===== src/hdl/u8sd_pkg.sv =====
// Package for the UTF-8 stream decoder: field widths, the result record and
// the lead-byte and codepoint assembly functions. No dependencies.
package u8sd_pkg;

	localparam int TEXT_W   = 8;
	localparam int CP_W     = 21;
	localparam int OUT_DW   = 24;
	localparam int OUT_UW   = 2;
	localparam int CNT_W    = 2;
	localparam int LEN_W    = 3;

	typedef struct packed {
		logic [CP_W-1:0] codepoint;
		logic            invalid;
		logic            last_of_run;
		logic            text_done;
	} result_t;

	// Sequence length announced by a lead byte; zero for a follower or 0xF8 and up.
	function automatic logic [LEN_W-1:0] lead_length(input logic [TEXT_W-1:0] b);
		logic [LEN_W-1:0] len;
		if (!b[7]) begin
			len = 3'd1;
		end else if (b[7:5] == 3'b110) begin
			len = 3'd2;
		end else if (b[7:4] == 4'b1110) begin
			len = 3'd3;
		end else if (b[7:3] == 5'b11110) begin
			len = 3'd4;
		end else begin
			len = 3'd0;
		end
		return len;
	endfunction

	// Assembles a codepoint from up to four bytes, lead byte in the low byte.
	// Followers contribute their low six bits without any check.
	function automatic logic [CP_W-1:0] combine(input logic [31:0] w,
			input logic [LEN_W-1:0] len);
		logic [CP_W-1:0] cp;
		case (len)
			3'd1:    cp = {13'd0, w[7:0]};
			3'd2:    cp = {10'd0, w[4:0], w[13:8]};
			3'd3:    cp = {5'd0, w[3:0], w[13:8], w[21:16]};
			default: cp = {w[2:0], w[13:8], w[21:16], w[29:24]};
		endcase
		return cp;
	endfunction

endpackage


===== src/hdl/utf8_stream_decoder.sv =====
// Lenient UTF-8 stream decoder: one text byte per transfer in, one codepoint
// per transfer out. Depends on u8sd_pkg.
//
// Each result is decoded from the input register into the single output register.
// Throughput: one byte per cycle while the output is not stalled; an end-of-text
// byte holds the input register until its results (one to three) have all been emitted.
// Reset: arst_n clears the valid flags, the held byte count and the flush position;
// held bytes need no reset, so the decoder is ready as soon as reset is released.
module utf8_stream_decoder (
	input  logic                        clk,
	input  logic                        arst_n,
	input  logic                        s_tvalid,
	output logic                        s_tready,
	input  logic [u8sd_pkg::TEXT_W-1:0] s_tdata,  // [7:0] text_byte
	input  logic                        s_tlast,  // end_of_text
	output logic                        m_tvalid,
	input  logic                        m_tready,
	output logic [u8sd_pkg::OUT_DW-1:0] m_tdata,  // [20:0] codepoint, [23:21] zero
	output logic [u8sd_pkg::OUT_UW-1:0] m_tuser,  // [0] invalid, [1] last_of_run
	output logic                        m_tlast   // text_done
);

	logic                         vld_s1;
	logic [u8sd_pkg::TEXT_W-1:0]  byte_s1;
	logic                         eot_s1;

	logic [u8sd_pkg::TEXT_W-1:0]  held_q [3];
	logic [u8sd_pkg::CNT_W-1:0]   count_q;
	logic [u8sd_pkg::CNT_W-1:0]   pos_q;

	logic                         out_vld_q;
	u8sd_pkg::result_t            out_q;

	logic [3:0][7:0]              buf_w;
	logic [31:0]                  win_w;
	logic [u8sd_pkg::LEN_W-1:0]   len_w;
	logic [u8sd_pkg::LEN_W-1:0]   avail_w;
	logic [3:0]                   adv_w;
	logic                         fits_w;
	logic                         hold_w;
	logic                         final_w;
	logic                         out_free_w;
	logic                         emit_w;
	logic                         s1_done_w;
	u8sd_pkg::result_t            res_w;

	// Held bytes followed by the new byte form the text still to be decoded.
	always_comb begin
		buf_w = '0;
		case (count_q)
			2'd0: begin
				buf_w[0] = byte_s1;
			end
			2'd1: begin
				buf_w[0] = held_q[0];
				buf_w[1] = byte_s1;
			end
			2'd2: begin
				buf_w[0] = held_q[0];
				buf_w[1] = held_q[1];
				buf_w[2] = byte_s1;
			end
			default: begin
				buf_w[0] = held_q[0];
				buf_w[1] = held_q[1];
				buf_w[2] = held_q[2];
				buf_w[3] = byte_s1;
			end
		endcase
	end

	assign avail_w = {1'b0, count_q} + 3'd1;
	assign win_w   = 32'(buf_w) >> {pos_q, 3'b000};
	assign len_w   = u8sd_pkg::lead_length(win_w[7:0]);
	assign fits_w  = (len_w != 3'd0)
		&& (({2'b00, pos_q} + {1'b0, len_w}) <= {1'b0, avail_w});
	assign adv_w   = fits_w ? ({2'b00, pos_q} + {1'b0, len_w}) : ({2'b00, pos_q} + 4'd1);
	assign final_w = adv_w >= {1'b0, avail_w};

	// Outside end of text, a sequence longer than the bytes on hand is held.
	assign hold_w     = !eot_s1 && (len_w > avail_w);
	assign out_free_w = !out_vld_q || m_tready;
	assign emit_w     = vld_s1 && !hold_w && out_free_w;
	assign s1_done_w  = vld_s1 && (hold_w || (out_free_w && final_w));
	assign s_tready   = !vld_s1 || s1_done_w;

	always_comb begin
		res_w.codepoint   = fits_w ? u8sd_pkg::combine(win_w, len_w) : '0;
		res_w.invalid     = !fits_w;
		res_w.last_of_run = final_w;
		res_w.text_done   = final_w && eot_s1;
	end

	always_ff @(posedge clk or negedge arst_n) begin
		if (!arst_n) begin
			vld_s1 <= 1'b0;
		end else if (s_tvalid && s_tready) begin
			vld_s1 <= 1'b1;
		end else if (s1_done_w) begin
			vld_s1 <= 1'b0;
		end
	end

	always_ff @(posedge clk) begin
		if (s_tvalid && s_tready) begin
			byte_s1 <= s_tdata;
			eot_s1  <= s_tlast;
		end
	end

	always_ff @(posedge clk or negedge arst_n) begin
		if (!arst_n) begin
			count_q <= '0;
			pos_q   <= '0;
		end else if (vld_s1 && hold_w) begin
			count_q <= count_q + 2'd1;
		end else if (emit_w) begin
			if (final_w) begin
				count_q <= '0;
				pos_q   <= '0;
			end else begin
				pos_q <= adv_w[u8sd_pkg::CNT_W-1:0];
			end
		end
	end

	always_ff @(posedge clk) begin
		if (vld_s1 && hold_w) begin
			held_q[count_q] <= byte_s1;
		end
	end

	always_ff @(posedge clk or negedge arst_n) begin
		if (!arst_n) begin
			out_vld_q <= 1'b0;
		end else if (emit_w) begin
			out_vld_q <= 1'b1;
		end else if (m_tready) begin
			out_vld_q <= 1'b0;
		end
	end

	always_ff @(posedge clk) begin
		if (emit_w) begin
			out_q <= res_w;
		end
	end

	assign m_tvalid = out_vld_q;
	assign m_tdata  = {3'b000, out_q.codepoint};
	assign m_tuser  = {out_q.last_of_run, out_q.invalid};
	assign m_tlast  = out_q.text_done;

endmodule


===== config.mk =====
export PLATFORM = sky130hd
export DESIGN_NAME = utf8_stream_decoder
export DESIGN_NICKNAME = d
export VERILOG_FILES = /design/src/hdl/u8sd_pkg.sv /design/src/hdl/utf8_stream_decoder.sv
export SDC_FILE = /design/constraint.sdc
export NUM_CORES = 1
export LEC_CHECK = 0
export ABC_AREA = 1
export BUFFER_PORTS_ARGS = -buffer_cell sky130_fd_sc_hd__buf_4
export CORE_ASPECT_RATIO = 0.7
export CORE_UTILIZATION = 35
export DETAILED_ROUTE_END_ITERATION = 6
export PLACE_DENSITY = 0.53
export SETUP_SLACK_MARGIN = 0.5
export SYNTH_ARGS = -nofsm -noshare
export SYNTH_HDL_FRONTEND = slang
export SYNTH_SLANG_ARGS = --single-unit

===== constraint.sdc =====
create_clock -name clk -period 9.8 [get_ports clk]
set_clock_uncertainty 0.1 [all_clocks]
set_input_delay 0 -clock clk [delete_from_list [all_inputs] [get_ports clk]]
set_output_delay 0 -clock clk [all_outputs]
set_load 0.005 [all_outputs]

* After elaboration in Yosys (flattened, before gate mapping)
Memories as Yosys holds them, arrays and structs flattened.
Cells that the tools add are included.
Widths: inputs -> output; s select.
** Operators by class
- Equality and inequality tests :: 8
- Shift operators :: 1
- Multiplexer cells :: 20
- Magnitude comparators :: 3
- Reductions and logical operators :: 27
- Bitwise operators :: 1
- Add/subtract/negate cells :: 4
** Operator list (number)
- $pmux 21 s3 :: 1
- $pmux 8 s2 :: 2
- $shr 32x5->30 :: 1
- $mux 8 :: 2
- $mux 3 :: 4
- $logic_and 1x1->1 :: 9
- $mux 2 :: 4
- $reduce_bool 2->1 :: 4
- $add 2x1->3 const B :: 2
- $eq 3x2->1 const B :: 2
- $mux 1 :: 6
- $eq 5x5->1 const B :: 1
- $logic_not 1->1 :: 5
- $add 2x3->4 :: 1
- $eq 4x4->1 const B :: 1
- $ge 4x3->1 :: 1
- $le 4x3->1 :: 1
- $mux 4 :: 1
- $reduce_and 2->1 :: 2
- $eq 3x1->1 const B :: 1
- $eq 3x3->1 const B :: 1
- $gt 3x3->1 :: 1
- $logic_or 1x1->1 :: 3
- $reduce_bool 3->1 :: 1
- 7 further kinds :: 7
** Word-level totals
- Register bits after elaboration :: 39
- Memories kept :: 1
- Bits in writable memories :: 24
- Logic and storage cells :: 75
- Input bits :: 13
- Output and inout bits :: 29
** Memory list
- held_q :: words 3, width 8, read ports 3, clocked after Yosys merged registers in 0, write ports 1, line utf8_stream_decoder.sv:27 : logic [u8sd_pkg::TEXT_W-1:0] held_q [3];

* Depth between registers and ports, before layout
Gate-level depths: netlist of run 1.
- Depth after elaboration :: 20
- Gate-level depth with buffers :: 36
- Depth with buffers taken out :: 33

* Worst setup path before layout of run 1
Ideal clock, no wire load.
- Path kind :: register -> register
- Start point :: register count_q[0] (netlist bit)
- End point :: register byte_s1[0] (netlist bit) (enable)
- Library setup time :: 0.374 ns
- Arrival time :: 4.872 ns
- Path buffers :: 3
- Clock period less this slack :: 5.347 ns
- Cell stages (with the launch flop) :: 36
- Path slack :: 4.453 ns
- Cells stage by stage :: dfrtp_1 inv_1 ha_1 buf_4 inv_4 nand2_1 nand3_1 nand2_1 nand2_1 nand2_2 nor2_4 inv_2 nor2_4 buf_4 nor2_1 inv_1 ha_1 fa_1 inv_1 xor2_1 inv_1 ha_1 a21oi_1 o21ai_0 nand2_1 nand3_2 buf_4 nand2_1 nand2_1 ha_1 inv_1 nand2_1 a21oi_1 o21bai_1 a21oi_1 nor2_1
** Between the ends
- Longest elaborated chain between the ends :: 19
- Elaborated cells on any way between the ends :: 31
- Classes of those cells :: add/sub (2); order compare (3); eq/ne (5); shift (1); mux (9); reduce/logical (11)
** Ends and longest elaborated chain
- start, declared :: line utf8_stream_decoder.sv:28 : logic [u8sd_pkg::CNT_W-1:0] count_q;
- start signal, assigned :: line utf8_stream_decoder.sv:116 : count_q <= count_q + 2'd1;
- $eq 2x1->1 (tied with other cells) :: line utf8_stream_decoder.sv:50 : case (count_q)
- $reduce_or 2->1 (no line) or $reduce_or 3->1 (tied branches)
- $pmux 8 s2 or $mux 8 (tied branches) :: line utf8_stream_decoder.sv:50
- $shr 32x5->30 :: line utf8_stream_decoder.sv:73 : assign win_w = 32'(buf_w) >> {pos_q, 3'b000};
- $eq 5x5->1 :: line u8sd_pkg.sv:28 : end else if (b[7:3] == 5'b11110) begin
- $mux 3 :: line u8sd_pkg.sv:28
- $mux 3 :: line u8sd_pkg.sv:26 : end else if (b[7:4] == 4'b1110) begin
- $mux 3 :: line u8sd_pkg.sv:24 : end else if (b[7:5] == 3'b110) begin
- [4 not listed]
- $mux 4 :: line utf8_stream_decoder.sv:77 : assign adv_w = fits_w ? ({2'b00, pos_q} + {1'b0, len_w}) : ({2'b00, pos_q} + 4'd1);
- $ge 4x3->1 * :: line utf8_stream_decoder.sv:78 : assign final_w = adv_w >= {1'b0, avail_w};
- via final_w :: line utf8_stream_decoder.sv:41 : logic final_w;
- $logic_and 1x1->1 * :: line utf8_stream_decoder.sv:84 : assign s1_done_w = vld_s1 && (hold_w || (out_free_w && final_w));
- $logic_or 1x1->1 * :: line utf8_stream_decoder.sv:84
- $logic_and 1x1->1 * :: line utf8_stream_decoder.sv:84
- $logic_or 1x1->1 * :: line utf8_stream_decoder.sv:85 : assign s_tready = !vld_s1 || s1_done_w;
- $logic_and 1x1->1 * :: line utf8_stream_decoder.sv:105 : if (s_tvalid && s_tready) begin
- end signal, assigned :: line utf8_stream_decoder.sv:106 : byte_s1 <= s_tdata;
- end, declared :: line utf8_stream_decoder.sv:24 : logic [u8sd_pkg::TEXT_W-1:0] byte_s1;
Mark *: on every way through the listed nets, which the timed path passes. The rest lies on a longest branch.
A chain may end at the register's enable or synchronous reset.

* Final worst setup path of run 1
- Start point :: register pos_q[0] (netlist bit)
- End point :: register byte_s1[2] (netlist bit) (enable)
** Between the ends
- Longest elaborated chain between the ends :: 16
- Elaborated cells on any way between the ends :: 22
- Classes of those cells :: add/sub (2); order compare (3); eq/ne (3); shift (1); mux (5); reduce/logical (8)
** Ends and longest elaborated chain
- start, declared :: line utf8_stream_decoder.sv:29 : logic [u8sd_pkg::CNT_W-1:0] pos_q;
- start signal, assigned :: line utf8_stream_decoder.sv:122 : pos_q <= adv_w[u8sd_pkg::CNT_W-1:0];
- $shr 32x5->30 :: line utf8_stream_decoder.sv:73
- $eq 5x5->1 :: line u8sd_pkg.sv:28
- $mux 3 :: line u8sd_pkg.sv:28
- $mux 3 :: line u8sd_pkg.sv:26
- $mux 3 :: line u8sd_pkg.sv:24
- $mux 3 :: line u8sd_pkg.sv:22 : if (!b[7]) begin
- $add 2x3->4 :: line utf8_stream_decoder.sv:76, utf8_stream_decoder.sv:77
- $le 4x3->1 :: line utf8_stream_decoder.sv:76 : && (({2'b00, pos_q} + {1'b0, len_w}) <= {1'b0, avail_w});
- $logic_and 1x1->1 :: line utf8_stream_decoder.sv:76
- $mux 4 * :: line utf8_stream_decoder.sv:77
- $ge 4x3->1 * :: line utf8_stream_decoder.sv:78
- via final_w :: line utf8_stream_decoder.sv:41
- $logic_and 1x1->1 * :: line utf8_stream_decoder.sv:84
- $logic_or 1x1->1 * :: line utf8_stream_decoder.sv:84
- $logic_and 1x1->1 * :: line utf8_stream_decoder.sv:84
- $logic_or 1x1->1 * :: line utf8_stream_decoder.sv:85
- $logic_and 1x1->1 * :: line utf8_stream_decoder.sv:105
Marked as above.

==> results of run 1 <==
## state kept, by name (all words and copies together), names as in the netlist
name      count
pos_q         2
m_tuser       2
count_q       2
vld_s1        1
held_q       24
m_tdata      21
m_tvalid      1
eot_s1        1
byte_s1       8
m_tlast       1
## worst max-delay path, delay by kind of cell, from the launching register on
family,cells,cell delay (ns)
compound gates,6,1.02
xor+xnor,1,0.19
fa+ha+maj,4,1.16
buf+inv,6,0.73
flops,1,0.96
simple gates,13,2.18
## layout make-up
cell class                      count  area [sq um]
Clock inverter                      6          85.1
Clock buffer                       10           229
Inverter                           44           168
Tap cell                          132           165
Timing Repair Buffer               52           423
Sequential cell                    63          1860
Multi-Input combinational cell    324          1620
Fill cell                        1012          5840
## layout by cell type (no fill, tap or decap), types with 2 or more instances in the layout
cell	netlist	routed
nor3_1	2	2
bufinv_16	0	2
conb_1	1	3
nand2_1	165	165
a21oi_1	28	28
clkinv_1	1	2
o211ai_1	3	3
nand3_1	31	31
ha_1	17	17
nand3_2	2	2
a22oi_1	4	4
dlygate4sd3_1	0	13
nand4_2	2	2
a31oi_1	5	5
nor2_4	3	3
nor2_2	3	4
dfrtp_1	6	6
o21ai_0	8	8
buf_4	9	39
edfxtp_1	57	57
o21ai_1	2	2
inv_1	37	37
clkbuf_16	0	9
o21a_1	2	2
nor2_1	30	29
inv_2	5	5
a21boi_0	3	3
nand4_1	2	2
## cell families (layout without fill, tap and decap cells)
logic type               count (synthesis)  count (layout)
AND/OR/NAND/NOR                        244             244
flip-flops                              63              63
buffers and inverters                   63             112
AO/OA/AOI/OAI                           58              58
adder cells (fa/ha/maj)                 18              18
other                                    1               3
XOR/XNOR                                 1               1
## what timing repair did
item	4_1_cts	5_1_grt
endpoints found under the setup margin	0	0
hold buffers	13	0
hold endpoints to repair	17	0
## how the worst max path moves through the flow
stage	endpoint	slack, ns	cells after the start
2_1_floorplan	byte_s1[0]	4.45	35
3_3_place_gp	byte_s1[5]	3.48	30
3_5_place_dp	byte_s1[0]	3.13	27
4_1_cts	byte_s1[1]	3.07	27
5_1_grt	byte_s1[0]	2.31	27
6_report	byte_s1[2]	3.06	30
## through the flow
stage	worst slack, ns	area, sq um
floorplan	4.45	3770
global placement	3.48	4110
detailed placement	3.13	4110
CTS	3.07	4550
global route	2.31	4550
finish	3.06	4550
## per-layer routing
| layer | vias to the layer above | global-route usage, % | share of wire, % | wire length (um) |
|---|---|---|---|---|
| li1 | 1570 | - | - | - |
| met1 | 1464 | 25.2 | 50 | 4660 |
| met2 | 110 | 28.2 | 42 | 3950 |
| met3 | 19 | 4.41 | 6.1 | 573 |
| met4 | 0 | 7.01 | 1.5 | 140 |
| met5 | - | 0 | 0 | 0 |
==> results.sh, run 1 <==
export IMPL_core_area_sq_um=10400
export IMPL_async_flop_share_pct=9.52
export IMPL_r2r_cells=30
export IMPL_yosys_warnings=0
export IMPL_fin_util_pct=43.8
export IMPL_fmaxAchievable_mhz=148
export IMPL_cp_arrival_ns=6.61
export IMPL_postRouteWirelength_um=9320
export IMPL_cp_startpoint="pos_q[0]"
export IMPL_synth_area_mux_share_pct=0
export IMPL_synth_flop_cell="edfxtp_1"
export IMPL_crit_path_max_fanout=30
export IMPL_crit_path_frequent_cell="nand2_1"
export IMPL_whs_ns=0.285
export IMPL_grt_pass1_wl_um=15500
export IMPL_nNetsFinal=525
export IMPL_critPathKind="reg -> reg"
export IMPL_gr_total_overflow=0
export IMPL_cts_tree="built"
export IMPL_vias=3163
export IMPL_start_kind="register"
export IMPL_rsz0062_at_grt="false"
export IMPL_start_util_pct=36.2
export IMPL_timing_rr_start="pos_q[0]"
export IMPL_grt_pass1_vias=3005
export IMPL_maxCapViolCount=0
export IMPL_ys_types=38
export IMPL_required_ns=9.67
export IMPL_synth_top_family_by_area="simple AND/OR/NAND/NOR gates"
export IMPL_antenna_found_initial=0
export IMPL_setup_viol=0
export IMPL_synth_xor_area_share_pct=0.233
export IMPL_holdPathStages=2
export IMPL_insertion_delay_ns=0.34
export IMPL_area_delta_synth_final_pct=21.1
export IMPL_drtIter0Drc=251
export IMPL_synth_top_cell_by_area="edfxtp_1"
export IMPL_cts_resized=0
export IMPL_io_buffers=38
export IMPL_clk_pin_slew_ns=0.05
export IMPL_synth_compound_area_share_pct=8.85
export IMPL_r2r_end="byte_s1[2]"
export IMPL_ioPinCount=42
export IMPL_hold_path_endpoint="eot_s1"
export IMPL_clock_sinks=63
export IMPL_ys_seq_area_share_pct=49.5
export IMPL_drv_slew=0
export IMPL_holdCritPathClass="in -> reg"
export IMPL_fin_crit_ns=6.74
export IMPL_hpwl_um=6910
export IMPL_synth_most_common_cell="nand2_1"
export IMPL_post_route_period_util_pct=68.8
export IMPL_crit_slowest_cell="dfrtp_1"
export IMPL_synth_edff_count=57
export IMPL_rows=31
export IMPL_min_from="s_tlast"
export IMPL_insertedDiodeCount=0
export IMPL_dr_pass1_iters=5
export IMPL_final_hold_viol_count=0
export IMPL_fp_dieArea_sq_um=11200
export IMPL_tns_ns=0
export IMPL_drive_above_1_share_pct=14.4
export IMPL_ant_nets=0
export IMPL_status="complete, no violations"
export IMPL_detail_route_wl_per_cell_um=14.8
export IMPL_yosys_area_top_type_share_pct=45.5
export IMPL_synthSimpleGateAreaFrac_pct=27.5
export IMPL_die_y_um=88.7
export IMPL_cts_htree_levels=3
export IMPL_clk_path_buf_depth=2
export IMPL_cts_buffers=9
export IMPL_netlist_area_sq_um=3760
export IMPL_yosys_area_share_adder_pct=6.19
export IMPL_cts_root_buf="clkbuf_16"
export IMPL_relSlewSlack_pct=37.2
export IMPL_die_x_um=126
export IMPL_grtUsageTotal_pct=18.3
export IMPL_cp_slowest_stage_delay_ns=0.96
export IMPL_synth_area_top_cells="edfxtp_1 46%, nand2_1 16%, ha_1 5.7%, nand3_1 4.1%, dfrtp_1 4.0%"
export IMPL_dp_cells=602
export IMPL_netlist_instances=448
export IMPL_drc=0
export IMPL_ys_seq_elements=63
export IMPL_rrSetupSlack_ns=3.06
export IMPL_worst_pin_slew_ns=0.942
export IMPL_fin_cells=631
export IMPL_viasPerCell=5.01
export IMPL_grt_max_degree=31
export IMPL_post_cts_repair_setup_buffers=0
export IMPL_crit_path_end_kind="register"
export IMPL_avgSynthCellArea_sq_um=8.39
export IMPL_gp_congestion=0.868
export IMPL_synthTopCellsByCount="165 x nand2_1, 57 x edfxtp_1, 37 x inv_1, 31 x nand3_1, 30 x nor2_1"
Power of run 1 is not shown: default switching activity piles up to over one toggle a cycle in this logic, so the estimate is an artifact.
==> run 2, diff against run 1 <==
clock period = 6.25 ns   (was 9.8 ns; I/O delays follow)
==> run 2 against run 1 <==
Compared with the run above: worst setup slack worse by 1.9 ns; largest cell class unchanged; via count down 0.63%; core utilization up 1.1 points.
==> results.sh, run 2 (same netlist as run 1, synthesis figures left out) <==
export IMPL_io_buffers=38
export IMPL_ant_nets=0
export IMPL_start_util_pct=36.2
export IMPL_ioPinCount=42
export IMPL_nNetsFinal=532
export IMPL_critPathTopFamily="simple AND/OR/NAND/NOR gates"
export IMPL_final_cell_mix="164 x nand2_1, 57 x edfxtp_1, 45 x buf_4"
export IMPL_clk_pin_slew_ns=0.06
export IMPL_tns_ns=0
export IMPL_die_x_um=126
export IMPL_cp_slowest_stage_delay_ns=0.41
export IMPL_drtIter0Drc=282
export IMPL_grt_pass1_wl_um=15800
export IMPL_insertion_delay_ns=0.34
export IMPL_top_register="held_q"
export IMPL_required_ns=6.15
export IMPL_grt_max_degree=30
export IMPL_crit_slowest_cell="dfrtp_1"
export IMPL_cp_arrival_ns=5.04
export IMPL_clk_path_buf_depth=2
export IMPL_cts_root_buf="clkbuf_16"
export IMPL_grtUsageTotal_pct=18.7
export IMPL_drc=0
export IMPL_path_buf_inv=7
export IMPL_die_y_um=88.7
export IMPL_dr_pass1_iters=4
export IMPL_cts_tree="built"
export IMPL_postRouteWirelength_um=9540
export IMPL_detail_route_wl_per_cell_um=15.0
export IMPL_insertedDiodeCount=0
export IMPL_drive_above_1_share_pct=17.2
export IMPL_drv_slew=0
export IMPL_rrSetupSlack_ns=1.18
export IMPL_post_route_period_util_pct=82.2
export IMPL_largest_reg_flops=24
export IMPL_final_hold_viol_count=0
export IMPL_cts_htree_levels=3
export IMPL_rows=31
export IMPL_crit_path_frequent_cell="inv_1"
export IMPL_fin_crit_ns=5.14
export IMPL_worst_pin_slew_ns=0.859
export IMPL_hpwl_um=7010
export IMPL_start_kind="register"
export IMPL_setup_viol=0
export IMPL_crit_path_max_fanout=11
export IMPL_vias=3143
export IMPL_dr_wl_met2_um=4180
export IMPL_gp_congestion=0.847
export IMPL_rsz0062_at_grt="false"
export IMPL_core_area_sq_um=10400
export IMPL_setup_ws_ns=1.11
export IMPL_final_common_cell="nand2_1"
export IMPL_critPathKind="reg -> out"
export IMPL_drt_met1_wl_um=4760
export IMPL_status="complete, no violations"
export IMPL_holdCritPathClass="in -> reg"
export IMPL_r2r_end="byte_s1[7]"
export IMPL_fp_dieArea_sq_um=11200
export IMPL_crit_path_end_kind="primary output"
export IMPL_dr_wl_met3_um=563
export IMPL_highest_layer="met4"
export IMPL_cts_buffers=9
export IMPL_fin_util_pct=44.9
export IMPL_clock_sinks=63
export IMPL_r2r_cells=29
export IMPL_relSlewSlack_pct=42.5
export IMPL_viasPerCell=4.93
export IMPL_path_depth=29
export IMPL_place_ws_ns=0.452
export IMPL_fmaxAchievable_mhz=195
export IMPL_gr_total_overflow=0
export IMPL_maxCapViolCount=0
export IMPL_design_area_sq_um=4670
export IMPL_antenna_found_initial=0
export IMPL_min_from="s_tdata[6]"
export IMPL_cp_startpoint="count_q[1]"
export IMPL_area_delta_synth_final_pct=24.1
export IMPL_timing_rr_start="count_q[1]"
export IMPL_crit_path_end="s_tready"
export IMPL_grt_pass1_vias=3038
export IMPL_placed_cell_area_sq_um=4140
run 2: cell types whose count changed in the layout (fill, tap and decap cells not counted), moves of 2 or more:
cell,change
ha_1,-3
buf_4,+6
ha_4,+2
inv_6,+3
run 2: layout make-up:
| type | count | area (sq um) |
|---|---|---|
| fill | 1050 | 5730 |
| inverter | 44 | 168 |
| clock buffer | 9 | 225 |
| multi-input combinational | 325 | 1670 |
| tap | 132 | 165 |
| sequential | 63 | 1860 |
| clock inverter | 7 | 103 |
| timing repair buffer | 58 | 468 |
run 2: worst min-delay path by stage:
stage,end,cells past startpoint
2_1_floorplan,count_q[0],0
3_3_place_gp,m_tvalid,1
3_5_place_dp,vld_s1,1
4_1_cts,byte_s1[4],2
5_1_grt,byte_s1[6],2
6_report,byte_s1[6],2
run 2: worst reg2reg max path: cells and delay by family, from the launching register on:
family | cells | cell delay (ns)
AND/OR/NAND/NOR | 12 | 1.56
adder cells (fa/ha/maj) | 5 | 1.38
buffers and inverters | 6 | 0.59
AO/OA/AOI/OAI | 5 | 0.59
flip-flops | 1 | 0.41
XOR/XNOR | 1 | 0.19
run 2: metrics by stage:
stage	hold slack (ns)	instances
after floorplan	-0.396	450
after global placement	-0.289	606
after detailed placement	-0.287	606
after CTS	0.270	635
after global routing	0.276	638
final	0.286	638
run 2: repair_timing:
action / 4_1_cts / 5_1_grt
endpoints found under the hold margin: 17 / 0
endpoints found under the setup margin: 10 / 17
gates cloned: 0 / 1
buffers inserted: 0 / 2
resized for setup: 1 / 9
hold buffers: 13 / 0
pin swaps: 0 / 2
run 2: routing by layer:
| layer | vias up | global-route usage [%] |
|---|---|---|
| li1 | 1585 | - |
| met1 | 1472 | 26.1 |
| met2 | 82 | 29.0 |
| met3 | 4 | 4.72 |
| met4 | 0 | 5.26 |
| met5 | - | 0 |
Power of run 2 is left out for the same reason.
==> run 3, diff against run 2 <==
ABC_AREA = 0   (was 1)
PLACE_DENSITY = 0.55   (was 0.53)
clock period = 4.6 ns   (was 6.25 ns; I/O delays follow)
==> run 3 against run 2 <==
Compared with the run above: the run now ends with setup timing left; via count rose by 6.0%; wire length increased by 19%; global-route usage rose by 2.5 points; core utilization up 8.8 points; sequential cell count unchanged; sequential share of layout area down 6.7 points; first-iteration DRC count unchanged; non-clock buffer count increased by 83; worst hold slack worse by 0.0064 ns; cell count down 3.0%.
==> results.sh, run 3 <==
export IMPL_design_area_sq_um=5600
export IMPL_synth_area_mux_share_pct=2.37
export IMPL_detail_route_wl_per_cell_um=18.3
export IMPL_cp_arrival_ns=5.26
export IMPL_grt_pass1_vias=3189
export IMPL_violations="setup timing"
export IMPL_synth_top_family_by_area="compound AO/OA/AOI/OAI gates"
export IMPL_crit_path_max_fanout=8
export IMPL_gp_congestion=0.867
export IMPL_worst_pin_slew_ns=0.607
export IMPL_avgSynthCellArea_sq_um=10.8
export IMPL_synth_flop_cell="edfxtp_1"
export IMPL_rsz0062_at_grt="true"
export IMPL_synth_edff_count=57
export IMPL_yosys_area_share_adder_pct=6.13
export IMPL_synth_area_top_cells="edfxtp_1 45%, ha_1 5.6%, a21oi_1 4.7%, dfrtp_1 4.0%, nor2_1 2.3%"
export IMPL_maxCapViolCount=0
export IMPL_fin_util_pct=53.7
export IMPL_rows=31
export IMPL_crit_path_end_kind="primary output"
export IMPL_nNetsFinal=513
export IMPL_grt_max_degree=27
export IMPL_netlist_area_sq_um=3790
export IMPL_fmaxAchievable_mhz=187
export IMPL_setup_ws_ns=-0.762
export IMPL_start_util_pct=36.4
export IMPL_netlist_instances=350
export IMPL_placed_cell_area_sq_um=4700
export IMPL_die_x_um=126
export IMPL_cts_buffers=9
export IMPL_largest_reg_flops=24
export IMPL_required_ns=4.50
export IMPL_cts_root_buf="clkbuf_16"
export IMPL_async_flop_share_pct=9.52
export IMPL_grtUsageTotal_pct=21.2
export IMPL_synth_most_common_cell="edfxtp_1"
export IMPL_gr_total_overflow=0
export IMPL_fp_dieArea_sq_um=11300
export IMPL_dp_cells=567
export IMPL_top_register="held_q"
export IMPL_die_y_um=89.1
export IMPL_clk_path_buf_depth=2
export IMPL_hpwl_um=7840
export IMPL_ys_seq_area_share_pct=49.1
export IMPL_start_kind="register"
export IMPL_yosys_warnings=0
export IMPL_final_common_cell="buf_4"
export IMPL_drtIter0Drc=282
export IMPL_multiInputGateArea_sq_um=2090
export IMPL_synth_xor_area_share_pct=0.231
export IMPL_status="complete, but fails checks"
export IMPL_ioPinCount=42
export IMPL_fin_crit_ns=5.36
export IMPL_drc=0
export IMPL_relSlewSlack_pct=59.3
export IMPL_final_hold_viol_count=0
export IMPL_postRouteWirelength_um=11300
export IMPL_holdCritPathClass="in -> reg"
export IMPL_synth_top_cell_by_area="edfxtp_1"
export IMPL_insertedDiodeCount=0
export IMPL_post_route_period_util_pct=117
export IMPL_grt_pass1_wl_um=17300
export IMPL_cts_tree="built"
export IMPL_clk_pin_slew_ns=0.06
export IMPL_clock_sinks=63
export IMPL_final_cell_mix="118 x buf_4, 57 x edfxtp_1, 28 x a21oi_1"
export IMPL_drv_slew=0
export IMPL_cts_htree_levels=3
export IMPL_place_ws_ns=-0.789
export IMPL_ys_types=64
export IMPL_vias=3331
export IMPL_fin_cells=619
export IMPL_critPathKind="reg -> out"
export IMPL_setup_viol=18
export IMPL_synthSimpleGateAreaFrac_pct=17.5
export IMPL_fillers=910
export IMPL_io_buffers=38
export IMPL_antenna_found_initial=0
export IMPL_core_area_sq_um=10400
export IMPL_ys_seq_elements=63
export IMPL_insertion_delay_ns=0.35
export IMPL_viasPerCell=5.38
export IMPL_yosys_area_top_type_share_pct=45.1
export IMPL_synth_compound_area_share_pct=20.0
export IMPL_dr_pass1_iters=5
export IMPL_drive_above_1_share_pct=43.1
export IMPL_area_delta_synth_final_pct=47.7
export IMPL_seqCellArea_sq_um=1860
export IMPL_ant_nets=0
export IMPL_synthTopCellsByCount="57 x edfxtp_1, 36 x a21oi_1, 23 x nor2_1, 21 x nand2_1, 17 x ha_1"
==> run 3: worst paths after layout <==
path / cells after the start / slack (ns) / endpoint / startpoint
setup / recovery: 22 / -0.76 / s_tready / count_q[0]
hold / removal: 2 / 0.28 / byte_s1[0] / s_tdata[0]
setup reg to reg: 22 / -0.75 / byte_s1[5] / count_q[0]
hold reg to reg: 0 / 0.50 / held_q[0][6] / byte_s1[6]
max in group asynchronous: 3 / 3.61 / count_q[1] / arst_n
min in group asynchronous: 3 / 0.51 / pos_q[0] / arst_n
==> run 3: critical path, stage by stage, from the launching register on <==
cell	delay [ns]
dfrtp_2	0.47
inv_4	0.07
ha_4	0.20
or3b_1	0.36
a32o_2	0.30
a41oi_4	0.21
buf_6	0.15
nand2_4	0.06
ha_4	0.18
fa_2	0.60
ha_4	0.21
nor2b_4	0.12
o21a_1	0.18
o21ai_2	0.18
nand4_4	0.17
buf_4	0.19
mux2_2	0.26
ha_1	0.30
a21oi_2	0.19
nor2_2	0.06
or2_4	0.27
buf_6	0.12
buf_6	0.10
==> run 3: repair_timing <==
item / CTS / global route
setup endpoints to repair: 56 / 63
cloned: 1 / 0
buffers inserted: 17 / 5
endpoints found under the hold margin: 26 / 0
pin swaps: 18 / 19
gates resized for setup: 38 / 32
hold buffers: 13 / 0
==> run 3: stage by stage <==
stage          hold slack (ns)  TNS (ns)
2_1_floorplan           -0.396     -7.14
3_3_place_gp            -0.280    -11.20
3_5_place_dp            -0.280    -12.18
4_1_cts                  0.267    -11.61
5_1_grt                  0.276    -15.98
6_report                 0.280    -11.39
==> run 3: area by class of cell <==
| type | instances | share of cell area, % |
|---|---|---|
| Clock inverter | 6 | 0.915 |
| Multi-Input combinational cell | 252 | 37.4 |
| Tap cell | 132 | 2.95 |
| Sequential cell | 63 | 33.3 |
| Timing Repair Buffer | 141 | 20.4 |
| Clock buffer | 10 | 4.09 |
| Inverter | 15 | 1.05 |
==> run 3: cell families after synthesis <==
| group | after synthesis |
|---|---|
| muxes | 8 |
| xor gates and xnor gates | 1 |
| adders and majority gates | 18 |
| AOI/OAI and AO/OA | 103 |
| and+or+nand+nor | 118 |
| DFF | 63 |
| buffers and inverters | 38 |
| other | 1 |
==> run 3: metal layers <==
metal  vias up  global-route usage, %  share of wire (%)  wire (um)
li1       1603                      -                  -          -
met1      1609                   29.5                 50       5630
met2       104                   32.0                 43       4920
met3        15                   5.39                5.6        630
met4         0                   7.89                1.4        162
met5         -                      0                  0          0
Power of run 3 is left out for the same reason.
